## config.mk

```make
export PLATFORM = sky130hd
export DESIGN_NAME = debounced_toggle_relay_controller
export DESIGN_NICKNAME = d
export VERILOG_FILES = /design/src/sv/dtrc_pkg.sv /design/src/sv/dtrc_core.sv /design/src/sv/debounced_toggle_relay_controller.sv
export VERILOG_INCLUDE_DIRS = /design/src /design/src/sv
export SDC_FILE = /design/constraint.sdc
export NUM_CORES = 1
export LEC_CHECK = 0
export BUFFER_PORTS_ARGS = -buffer_cell sky130_fd_sc_hd__buf_2
export CAP_MARGIN = 10
export CORE_ASPECT_RATIO = 2
export CORE_UTILIZATION = 45
export CTS_CLUSTER_DIAMETER = 40
export DETAILED_ROUTE_END_ITERATION = 6
export GPL_TIMING_DRIVEN = 0
export PLACE_DENSITY = 0.67
export SLEW_MARGIN = 5
export SYNTH_ARGS = -nofsm -noshare
export SYNTH_HDL_FRONTEND = slang
export SYNTH_SLANG_ARGS = --single-unit
```

## constraint.sdc

```tcl
create_clock -name clk -period 12.57 [get_ports clk]
set_clock_uncertainty 0.15 [all_clocks]
set_input_delay 0.6285 -clock clk [delete_from_list [all_inputs] [get_ports clk]]
set_output_delay 0.6285 -clock clk [all_outputs]
set_load 0.1 [all_outputs]
```

## src/sv/debounced_toggle_relay_controller_defines.svh

```systemverilog
// ----------------------------------------------------------------------------
// Debounced toggle relay controller: assertion macros
// Shared property forms for the block's concurrent checks.
// ----------------------------------------------------------------------------
`ifndef DEBOUNCED_TOGGLE_RELAY_CONTROLLER_DEFINES_SVH
`define DEBOUNCED_TOGGLE_RELAY_CONTROLLER_DEFINES_SVH

// same-cycle implication, checked outside reset
`define DTRC_ASSERT_SAME(label, clk, rst, ante, cons, msg) \
  label: assert property (@(posedge clk) disable iff (rst) (ante) |-> (cons)) \
    else $error(msg);

// next-cycle implication, checked outside reset
`define DTRC_ASSERT_NEXT(label, clk, rst, ante, cons, msg) \
  label: assert property (@(posedge clk) disable iff (rst) (ante) |=> (cons)) \
    else $error(msg);

`endif

```

## src/sv/dtrc_pkg.sv

```systemverilog
// ----------------------------------------------------------------------------
// Debounced toggle relay controller: package
// Phase codes, register map, and the configuration and result bundles.
// ----------------------------------------------------------------------------
package dtrc_pkg;

  localparam int unsigned TICK_W   = 16;
  localparam int unsigned BLINK_W  = 5;
  localparam int unsigned APB_DW   = 32;
  localparam int unsigned APB_AW   = 5;

  localparam logic [TICK_W-1:0]  DEBOUNCE_RST   = 16'd150;
  localparam logic [TICK_W-1:0]  LED_GAP_RST    = 16'd781;
  localparam logic [TICK_W-1:0]  LOCKOUT_RST    = 16'd3906;
  localparam logic [TICK_W-1:0]  BLINK_HALF_RST = 16'd781;
  localparam logic [BLINK_W-1:0] BLINK_TOG_RST  = 5'd10;

  typedef enum logic [2:0] {
    PH_PWR_GAP     = 3'd0,
    PH_PWR_RELEASE = 3'd1,
    PH_BLINK       = 3'd2,
    PH_RELEASE     = 3'd3,
    PH_SLEEP       = 3'd4,
    PH_CHECK       = 3'd5,
    PH_GAP         = 3'd6,
    PH_LOCKOUT     = 3'd7
  } phase_t;

  typedef enum logic [2:0] {
    REG_DEBOUNCE   = 3'd0,
    REG_LED_GAP    = 3'd1,
    REG_LOCKOUT    = 3'd2,
    REG_BLINK_HALF = 3'd3,
    REG_BLINK_TOG  = 3'd4
  } reg_idx_t;

  typedef struct packed {
    logic [TICK_W-1:0]  debounce_ticks;
    logic [TICK_W-1:0]  led_gap_ticks;
    logic [TICK_W-1:0]  lockout_ticks;
    logic [TICK_W-1:0]  blink_half_ticks;
    logic [BLINK_W-1:0] blink_toggles;
  } cfg_t;

  typedef struct packed {
    logic relay_on;
    logic led_closed;
    logic led_open;
    logic sleeping;
  } result_t;

endpackage

```

## src/sv/dtrc_core.sv

```systemverilog
// ----------------------------------------------------------------------------
// Debounced toggle relay controller: sequencer core
// Holds the phase, tick counter and LED/relay state; computes one tick's
// update and the resulting outputs from the current sample.
// ----------------------------------------------------------------------------
module dtrc_core #(
  parameter int unsigned COUNT_WIDTH = 16
) (
  input  logic               clk,
  input  logic               rst,
  input  logic               step,
  input  logic               level,
  input  dtrc_pkg::cfg_t     cfg,
  output dtrc_pkg::result_t  result
);

  localparam int unsigned CW    = COUNT_WIDTH;
  localparam int unsigned CMP_W = (CW > dtrc_pkg::TICK_W) ? CW : dtrc_pkg::TICK_W;

  dtrc_pkg::phase_t phase, phase_next;
  logic [CW-1:0] tick_count, tick_count_next;
  logic          last_level, last_level_next;
  logic          toggled_on, toggled_on_next;
  logic [dtrc_pkg::BLINK_W-1:0] blink_count, blink_count_next;
  logic          relay_reg, relay_reg_next;
  logic          led_closed_reg, led_closed_reg_next;
  logic          led_open_reg, led_open_reg_next;

  logic [CW-1:0] cnt_up, rel_cnt, chk_cnt;
  logic [dtrc_pkg::BLINK_W-1:0] blink_inc;
  logic rel_done, chk_done, gap_done, lock_done, half_done;

  // a saturated counter has reached any limit, clipped or not
  function automatic logic reached(input logic [CW-1:0] cnt,
                                   input logic [dtrc_pkg::TICK_W-1:0] lim);
    logic [CMP_W-1:0] c;
    logic [CMP_W-1:0] l;
    c = CMP_W'(cnt);
    l = CMP_W'(lim);
    return (&cnt) || (c >= l);
  endfunction

  function automatic logic [dtrc_pkg::TICK_W-1:0] at_least_one(
      input logic [dtrc_pkg::TICK_W-1:0] lim);
    return (lim == '0) ? dtrc_pkg::TICK_W'(1) : lim;
  endfunction

  assign cnt_up    = (&tick_count) ? tick_count : tick_count + CW'(1);
  assign rel_cnt   = level ? cnt_up : '0;
  assign chk_cnt   = (level == last_level) ? cnt_up : '0;
  assign blink_inc = blink_count + dtrc_pkg::BLINK_W'(1);

  assign rel_done  = reached(rel_cnt, cfg.debounce_ticks);
  assign chk_done  = reached(chk_cnt, cfg.debounce_ticks);
  assign gap_done  = reached(cnt_up, at_least_one(cfg.led_gap_ticks));
  assign lock_done = reached(cnt_up, at_least_one(cfg.lockout_ticks));
  assign half_done = reached(cnt_up, at_least_one(cfg.blink_half_ticks));

  always_comb begin
    phase_next = phase;
    unique case (phase)
      dtrc_pkg::PH_PWR_GAP: begin
        if (gap_done) phase_next = dtrc_pkg::PH_PWR_RELEASE;
      end
      dtrc_pkg::PH_PWR_RELEASE: begin
        if (rel_done) begin
          phase_next = (cfg.blink_toggles == '0) ? dtrc_pkg::PH_RELEASE
                                                 : dtrc_pkg::PH_BLINK;
        end
      end
      dtrc_pkg::PH_BLINK: begin
        if (half_done && (blink_inc >= cfg.blink_toggles)) phase_next = dtrc_pkg::PH_RELEASE;
      end
      dtrc_pkg::PH_RELEASE: begin
        if (rel_done) phase_next = dtrc_pkg::PH_SLEEP;
      end
      dtrc_pkg::PH_SLEEP: begin
        if (!level) phase_next = dtrc_pkg::PH_CHECK;
      end
      dtrc_pkg::PH_CHECK: begin
        // the held level is always the current sample after this tick
        if (chk_done) phase_next = level ? dtrc_pkg::PH_RELEASE : dtrc_pkg::PH_GAP;
      end
      dtrc_pkg::PH_GAP: begin
        if (gap_done) phase_next = dtrc_pkg::PH_LOCKOUT;
      end
      dtrc_pkg::PH_LOCKOUT: begin
        if (lock_done) phase_next = dtrc_pkg::PH_RELEASE;
      end
    endcase
  end

  always_comb begin
    tick_count_next     = tick_count;
    last_level_next     = last_level;
    toggled_on_next     = toggled_on;
    blink_count_next    = blink_count;
    relay_reg_next      = relay_reg;
    led_closed_reg_next = led_closed_reg;
    led_open_reg_next   = led_open_reg;
    unique case (phase)
      dtrc_pkg::PH_PWR_GAP: begin
        tick_count_next = cnt_up;
        if (gap_done) begin
          led_open_reg_next = 1'b0;
          tick_count_next   = '0;
        end
      end
      dtrc_pkg::PH_PWR_RELEASE: begin
        tick_count_next = rel_cnt;
        if (rel_done) begin
          tick_count_next  = '0;
          blink_count_next = '0;
        end
      end
      dtrc_pkg::PH_BLINK: begin
        tick_count_next = cnt_up;
        if (half_done) begin
          led_closed_reg_next = ~led_closed_reg;
          led_open_reg_next   = ~led_open_reg;
          blink_count_next    = blink_inc;
          tick_count_next     = '0;
        end
      end
      dtrc_pkg::PH_RELEASE: begin
        tick_count_next = rel_done ? '0 : rel_cnt;
      end
      dtrc_pkg::PH_SLEEP: begin
        if (!level) begin
          last_level_next = 1'b0;
          tick_count_next = '0;
        end
      end
      dtrc_pkg::PH_CHECK: begin
        last_level_next = level;
        tick_count_next = chk_cnt;
        if (chk_done) begin
          tick_count_next = '0;
          if (!level) begin
            toggled_on_next = ~toggled_on;
            // drive relay and the new LED now; the old LED clears after the gap
            if (!toggled_on) begin
              relay_reg_next    = 1'b1;
              led_open_reg_next = 1'b1;
            end else begin
              relay_reg_next      = 1'b0;
              led_closed_reg_next = 1'b1;
            end
          end
        end
      end
      dtrc_pkg::PH_GAP: begin
        tick_count_next = cnt_up;
        if (gap_done) begin
          if (toggled_on) led_closed_reg_next = 1'b0;
          else            led_open_reg_next   = 1'b0;
          tick_count_next = '0;
        end
      end
      dtrc_pkg::PH_LOCKOUT: begin
        tick_count_next = lock_done ? '0 : cnt_up;
      end
    endcase
  end

  always_ff @(posedge clk) begin
    if (rst) begin
      phase          <= dtrc_pkg::PH_PWR_GAP;
      tick_count     <= '0;
      last_level     <= 1'b1;
      toggled_on     <= 1'b0;
      blink_count    <= '0;
      relay_reg      <= 1'b0;
      led_closed_reg <= 1'b1;
      led_open_reg   <= 1'b0;
    end else if (step) begin
      phase          <= phase_next;
      tick_count     <= tick_count_next;
      last_level     <= last_level_next;
      toggled_on     <= toggled_on_next;
      blink_count    <= blink_count_next;
      relay_reg      <= relay_reg_next;
      led_closed_reg <= led_closed_reg_next;
      led_open_reg   <= led_open_reg_next;
    end
  end

  assign result.relay_on   = relay_reg_next;
  assign result.led_closed = led_closed_reg_next;
  assign result.led_open   = led_open_reg_next;
  assign result.sleeping   = (phase_next == dtrc_pkg::PH_SLEEP);

endmodule

```

## src/sv/debounced_toggle_relay_controller.sv

```systemverilog
// ----------------------------------------------------------------------------
// Debounced toggle relay controller
// One switch sample (active low) is taken per transaction, one per clock at
// full rate; the relay, LED and sleep outputs after that tick come out as one
// result transaction from the output register. A new sample is
// taken only while that register is empty or is drained in the same cycle, so
// a result left waiting stalls the input. The phase, tick counter and LED
// state advance at the same edge the sample is accepted, so a sustained rate
// of one sample per cycle is set by that single update step. The user writes
// timing registers over the APB port at byte address 4*index only while the
// block is idle (unenforced); the COUNT_WIDTH-bit tick counter saturates.
// ----------------------------------------------------------------------------
`include "debounced_toggle_relay_controller_defines.svh"

module debounced_toggle_relay_controller #(
  parameter int unsigned COUNT_WIDTH = 16
) (
  input  logic                        clk,
  input  logic                        rst,
  input  logic                        in_valid,
  output logic                        in_ready,
  input  logic                        switch_level,
  output logic                        out_valid,
  input  logic                        out_ready,
  output logic                        relay_on,
  output logic                        led_closed,
  output logic                        led_open,
  output logic                        sleeping,
  input  logic                        psel,
  input  logic                        penable,
  input  logic                        pwrite,
  input  logic [dtrc_pkg::APB_AW-1:0] paddr,
  input  logic [dtrc_pkg::APB_DW-1:0] pwdata,
  output logic [dtrc_pkg::APB_DW-1:0] prdata,
  output logic                        pready
);

  dtrc_pkg::cfg_t    cfg;
  dtrc_pkg::result_t result;
  dtrc_pkg::reg_idx_t reg_idx;
  logic in_accept;
  logic cfg_write;

  assign pready    = 1'b1;
  assign reg_idx   = dtrc_pkg::reg_idx_t'(paddr[dtrc_pkg::APB_AW-1:2]);
  assign cfg_write = psel && penable && pwrite && pready;

  always_ff @(posedge clk) begin
    if (rst) begin
      cfg.debounce_ticks   <= dtrc_pkg::DEBOUNCE_RST;
      cfg.led_gap_ticks    <= dtrc_pkg::LED_GAP_RST;
      cfg.lockout_ticks    <= dtrc_pkg::LOCKOUT_RST;
      cfg.blink_half_ticks <= dtrc_pkg::BLINK_HALF_RST;
      cfg.blink_toggles    <= dtrc_pkg::BLINK_TOG_RST;
    end else if (cfg_write) begin
      unique case (reg_idx)
        dtrc_pkg::REG_DEBOUNCE:   cfg.debounce_ticks   <= pwdata[dtrc_pkg::TICK_W-1:0];
        dtrc_pkg::REG_LED_GAP:    cfg.led_gap_ticks    <= pwdata[dtrc_pkg::TICK_W-1:0];
        dtrc_pkg::REG_LOCKOUT:    cfg.lockout_ticks    <= pwdata[dtrc_pkg::TICK_W-1:0];
        dtrc_pkg::REG_BLINK_HALF: cfg.blink_half_ticks <= pwdata[dtrc_pkg::TICK_W-1:0];
        dtrc_pkg::REG_BLINK_TOG:  cfg.blink_toggles    <= pwdata[dtrc_pkg::BLINK_W-1:0];
        default: ;
      endcase
    end
  end

  always_comb begin
    unique case (reg_idx)
      dtrc_pkg::REG_DEBOUNCE:   prdata = dtrc_pkg::APB_DW'(cfg.debounce_ticks);
      dtrc_pkg::REG_LED_GAP:    prdata = dtrc_pkg::APB_DW'(cfg.led_gap_ticks);
      dtrc_pkg::REG_LOCKOUT:    prdata = dtrc_pkg::APB_DW'(cfg.lockout_ticks);
      dtrc_pkg::REG_BLINK_HALF: prdata = dtrc_pkg::APB_DW'(cfg.blink_half_ticks);
      dtrc_pkg::REG_BLINK_TOG:  prdata = dtrc_pkg::APB_DW'(cfg.blink_toggles);
      default:                  prdata = '0;
    endcase
  end

  // take a sample whenever the output register is empty or being drained
  assign in_ready  = !out_valid || out_ready;
  assign in_accept = in_valid && in_ready;

  dtrc_core #(
    .COUNT_WIDTH (COUNT_WIDTH)
  ) u_core (
    .clk    (clk),
    .rst    (rst),
    .step   (in_accept),
    .level  (switch_level),
    .cfg    (cfg),
    .result (result)
  );

  always_ff @(posedge clk) begin
    if (rst) begin
      out_valid <= 1'b0;
    end else if (in_accept) begin
      out_valid <= 1'b1;
    end else if (out_ready) begin
      out_valid <= 1'b0;
    end
  end

  always_ff @(posedge clk) begin
    if (in_accept) begin
      relay_on   <= result.relay_on;
      led_closed <= result.led_closed;
      led_open   <= result.led_open;
      sleeping   <= result.sleeping;
    end
  end

  `DTRC_ASSERT_SAME(a_drain_frees_input, clk, rst, out_ready, in_ready,
                    "input stalled while output drains")
  `DTRC_ASSERT_NEXT(a_accept_gives_result, clk, rst, in_accept, out_valid,
                    "accepted sample gave no result")
  `DTRC_ASSERT_SAME(a_sleep_relay_leds, clk, rst, out_valid && sleeping && relay_on,
                    led_open && !led_closed, "relay on in sleep with wrong LEDs")

endmodule

```

==> results.sh <==
export IMPL_outcome="finished clean"
export IMPL_synth_flop_cell="dfxtp_1"
export IMPL_crit_chain="ha_1 > and3_1 > buf_2 > and4_1 > buf_2 > nor2_1 > nand2_1 > xor2_1 > inv_1 > ha_1 > and4_1 > a31oi_1 > a2111oi_0 > o221ai_1 > o311a_1 > a21boi_2 > buf_4 > o21ai_0 > nand4_1 > nor3_1"
export IMPL_hold_depth=2
export IMPL_synth_avg_cell_area_um2=7.85
export IMPL_cp_start_kind="flip-flop"
export IMPL_diodes=0
export IMPL_crit_buf_inv=4
export IMPL_place_gp_congestion=0.970
export IMPL_yosys_warnings=0
export IMPL_final_cell_mix="nand2_1 (163), a21oi_1 (99), dfxtp_1 (99)"
export IMPL_ir_drop_mv=0.0883
export IMPL_drv_slew=0
export IMPL_finalCriticalPeriod_ns=5.42
export IMPL_grt_max_degree=17
export IMPL_dpl_hpwl_um=21600
export IMPL_ys_seq_elements=103
export IMPL_route_vias_total=7759
export IMPL_postCtsSetupBuffers=0
export IMPL_p_leak_uw=0.00386
export IMPL_grt_use_total_pct=30.6
export IMPL_grt_pass1_wl_um=40700
export IMPL_powerDensity_nw_per_um2=88.3
export IMPL_rr_worst_depth=20
export IMPL_dp_slack_ns=7.32
export IMPL_timing_rr_end="sleeping$_DFFE_PP_"
export IMPL_clock_tree_buffer_depth=2
export IMPL_fmax_ghz=0.185
export IMPL_boundaryPins=84
export IMPL_path_max_fanout=10
export IMPL_nets=1209
export IMPL_avgViaCountPerCell=5.98
export IMPL_rows=68
export IMPL_post_cts_resized=0
export IMPL_port_buffers=46
export IMPL_cpPeakStageDelay_ns=0.71
export IMPL_final_common_cell="nand2_1"
export IMPL_fin_cells=1297
export IMPL_critPathKind="reg2reg"
export IMPL_fin_ws_ns=7.15
export IMPL_slowest_stage="a2111oi_0"
export IMPL_clock_latency_ns=0.37
export IMPL_area_growth_pct=10.9
export IMPL_drive_above_1_share_pct=12.2
export IMPL_reg2reg_from="u_core.tick_count[1]$_SDFFE_PP0P_"
export IMPL_grt_remaining_overflow=0
export IMPL_n_fill_cell=1731
export IMPL_die_area_um2=18200
export IMPL_whs_endpoint="u_core.blink_count[4]$_SDFFE_PP0P_"
export IMPL_core_um2=17300
export IMPL_htreeDepth=3
export IMPL_slew_headroom_pct=41.1
export IMPL_register_area_um2=2100
export IMPL_wl_um=26800
export IMPL_critPathTopFamily="compound AO/OA/AOI/OAI gates"
export IMPL_drt_iter0_drc=317
export IMPL_cts_tree="built"
export IMPL_post_drt_wl_per_cell_um=20.7
export IMPL_largest_reg_flops=69
export IMPL_start_util_pct=46.0
export IMPL_finalSetupViolations=0
export IMPL_syn_instance_count=1011
export IMPL_min_from="u_core.blink_count[4]$_SDFFE_PP0P_"
export IMPL_cp_end_kind="flip-flop"
export IMPL_hold_class="reg2reg"
export IMPL_fp_dieH_um=190
export IMPL_worstMarginPinSlew_ns=0.874
export IMPL_fin_total_pwr_uw=778
export IMPL_antenna_found_initial=0
export IMPL_numCtsBuffers=9
export IMPL_cp_data_required_time_ns=12.53
export IMPL_ctsHoldBuffers=0
export IMPL_hold_viol=0
export IMPL_clock_sinks=103
export IMPL_grt_pass1_vias=7696
export IMPL_die_x_um=95.9
export IMPL_ys_seq_area_share_pct=26.5
export IMPL_ys_async_sr_fraction_pct=0
export IMPL_place_inst=1282
export IMPL_yosysUniqueCellTypes=78
export IMPL_antenna_left=0
export IMPL_synth_edff_count=4
export IMPL_multiInputGateArea_um2=5180
export IMPL_reg2reg_slack_ns=7.15
export IMPL_cp_data_arrival_time_ns=5.37
export IMPL_cts_root_buffer="clkbuf_16"
export IMPL_reg_top3="cfg: 69 flops, u_core.tick_count: 16 flops, u_core.blink_count: 5 flops"
export IMPL_regMostFlops="cfg"
export IMPL_period_share_pct=43.1
export IMPL_cap_violations=0
export IMPL_tns_ns=0
export IMPL_rsz0062_at_grt="no"
export IMPL_drc=0
export IMPL_syn_area_um2=7940
export IMPL_drt_first_pass_iters=5
export IMPL_clk_pin_slew_ns=0.07
-- synthesized netlist by cell type, types with 3 or more instances --
master / count / area share [%]
or3_1: 3 / 0.24
a211oi_1: 7 / 0.66
nand2b_1: 15 / 1.2
o211ai_1: 28 / 2.6
inv_1: 85 / 4.0
and2_1: 9 / 0.71
nand4_1: 13 / 1.0
and4_1: 10 / 1.1
a21oi_1: 99 / 6.2
o31ai_1: 3 / 0.28
clkbuf_1: 39 / 1.8
xor2_1: 5 / 0.55
a21o_1: 21 / 2.0
nor3_1: 13 / 0.82
a221oi_1: 5 / 0.55
o21ai_0: 16 / 1.0
nor4_1: 13 / 1.0
ha_1: 81 / 13
dfxtp_1: 99 / 25
o211ai_2: 3 / 0.47
nand3_1: 25 / 1.6
mux2i_1: 22 / 2.8
nand2_1: 163 / 7.7
o21a_1: 7 / 0.66
xnor2_1: 8 / 0.88
o21ai_1: 5 / 0.32
edfxtp_1: 4 / 1.5
buf_2: 9 / 0.57
nor2_1: 61 / 2.9
buf_6: 3 / 0.43
nor2b_1: 20 / 1.6
a31oi_1: 8 / 0.63
o22ai_1: 9 / 0.71
a41o_1: 3 / 0.38
mux4_2: 11 / 3.1
buf_4: 21 / 2.0
and3_1: 9 / 0.71
-- where the power goes --
part           internal, µW  switching (µW)
Combinational          30.7             102
Sequential              332            3.84
Clock                   172             137
Total                   534             243
-- worst min-delay path: stages, from the launching register on --
cell     delay, ns
dfxtp_1       0.32
inv_1         0.05
o21ai_1       0.05
-- per-stage QoR --
stage          area, µm²  hold WS [ns]  utilization, %
6_report            8810         0.322            51.0
5_1_grt             8810         0.359            51.0
4_1_cts             8810         0.323            51.0
3_5_place_dp        8490         0.313            49.2
3_3_place_gp        8490         0.310            49.2
2_1_floorplan       8000         0.294               -
-- cell type report --
| class | instances | share of cell area, % |
|---|---|---|
| multi-input cells | 763 | 58.8 |
| plain buffers | 74 | 4.43 |
| repair buffers | 46 | 2.61 |
| well taps | 210 | 2.98 |
| inverters | 86 | 3.67 |
| flip-flops and latches | 103 | 23.9 |
| clock inverters | 3 | 0.568 |
| clock buffers | 12 | 3.03 |
-- worst max-delay path by stage --
stage          cells after the start            endpoint                         startpoint
5_1_grt                           20  sleeping$_DFFE_PP_  u_core.tick_count[1]$_SDFFE_PP0P_
3_3_place_gp                      20  sleeping$_DFFE_PP_  u_core.tick_count[1]$_SDFFE_PP0P_
2_1_floorplan                     20  sleeping$_DFFE_PP_  u_core.tick_count[1]$_SDFFE_PP0P_
4_1_cts                           20  sleeping$_DFFE_PP_  u_core.tick_count[1]$_SDFFE_PP0P_
3_5_place_dp                      20  sleeping$_DFFE_PP_  u_core.tick_count[1]$_SDFFE_PP0P_
6_report                          20  sleeping$_DFFE_PP_  u_core.tick_count[1]$_SDFFE_PP0P_
-- logic make-up after synthesis --
group | Yosys count | synth area share [%]
XOR/XNOR | 13 | 1.43
AO/OA/AOI/OAI | 244 | 20.8
multiplexers | 35 | 6.18
AND/OR/NAND/NOR | 372 | 23.1
adder cells (fa/ha/maj) | 82 | 12.9
other | 2 | 0.0946
flip-flops | 103 | 26.5
buffers and inverters | 160 | 8.98
-- per-layer routing --
metal	share of wire, %	vias to the layer above	global-route usage, %
li1	-	3701	-
met1	33	3631	28.4
met2	52	271	54.5
met3	3.7	156	3.80
met4	11	0	30.2
met5	0	-	0
Note: power is estimated with default switching activity, not from simulation.
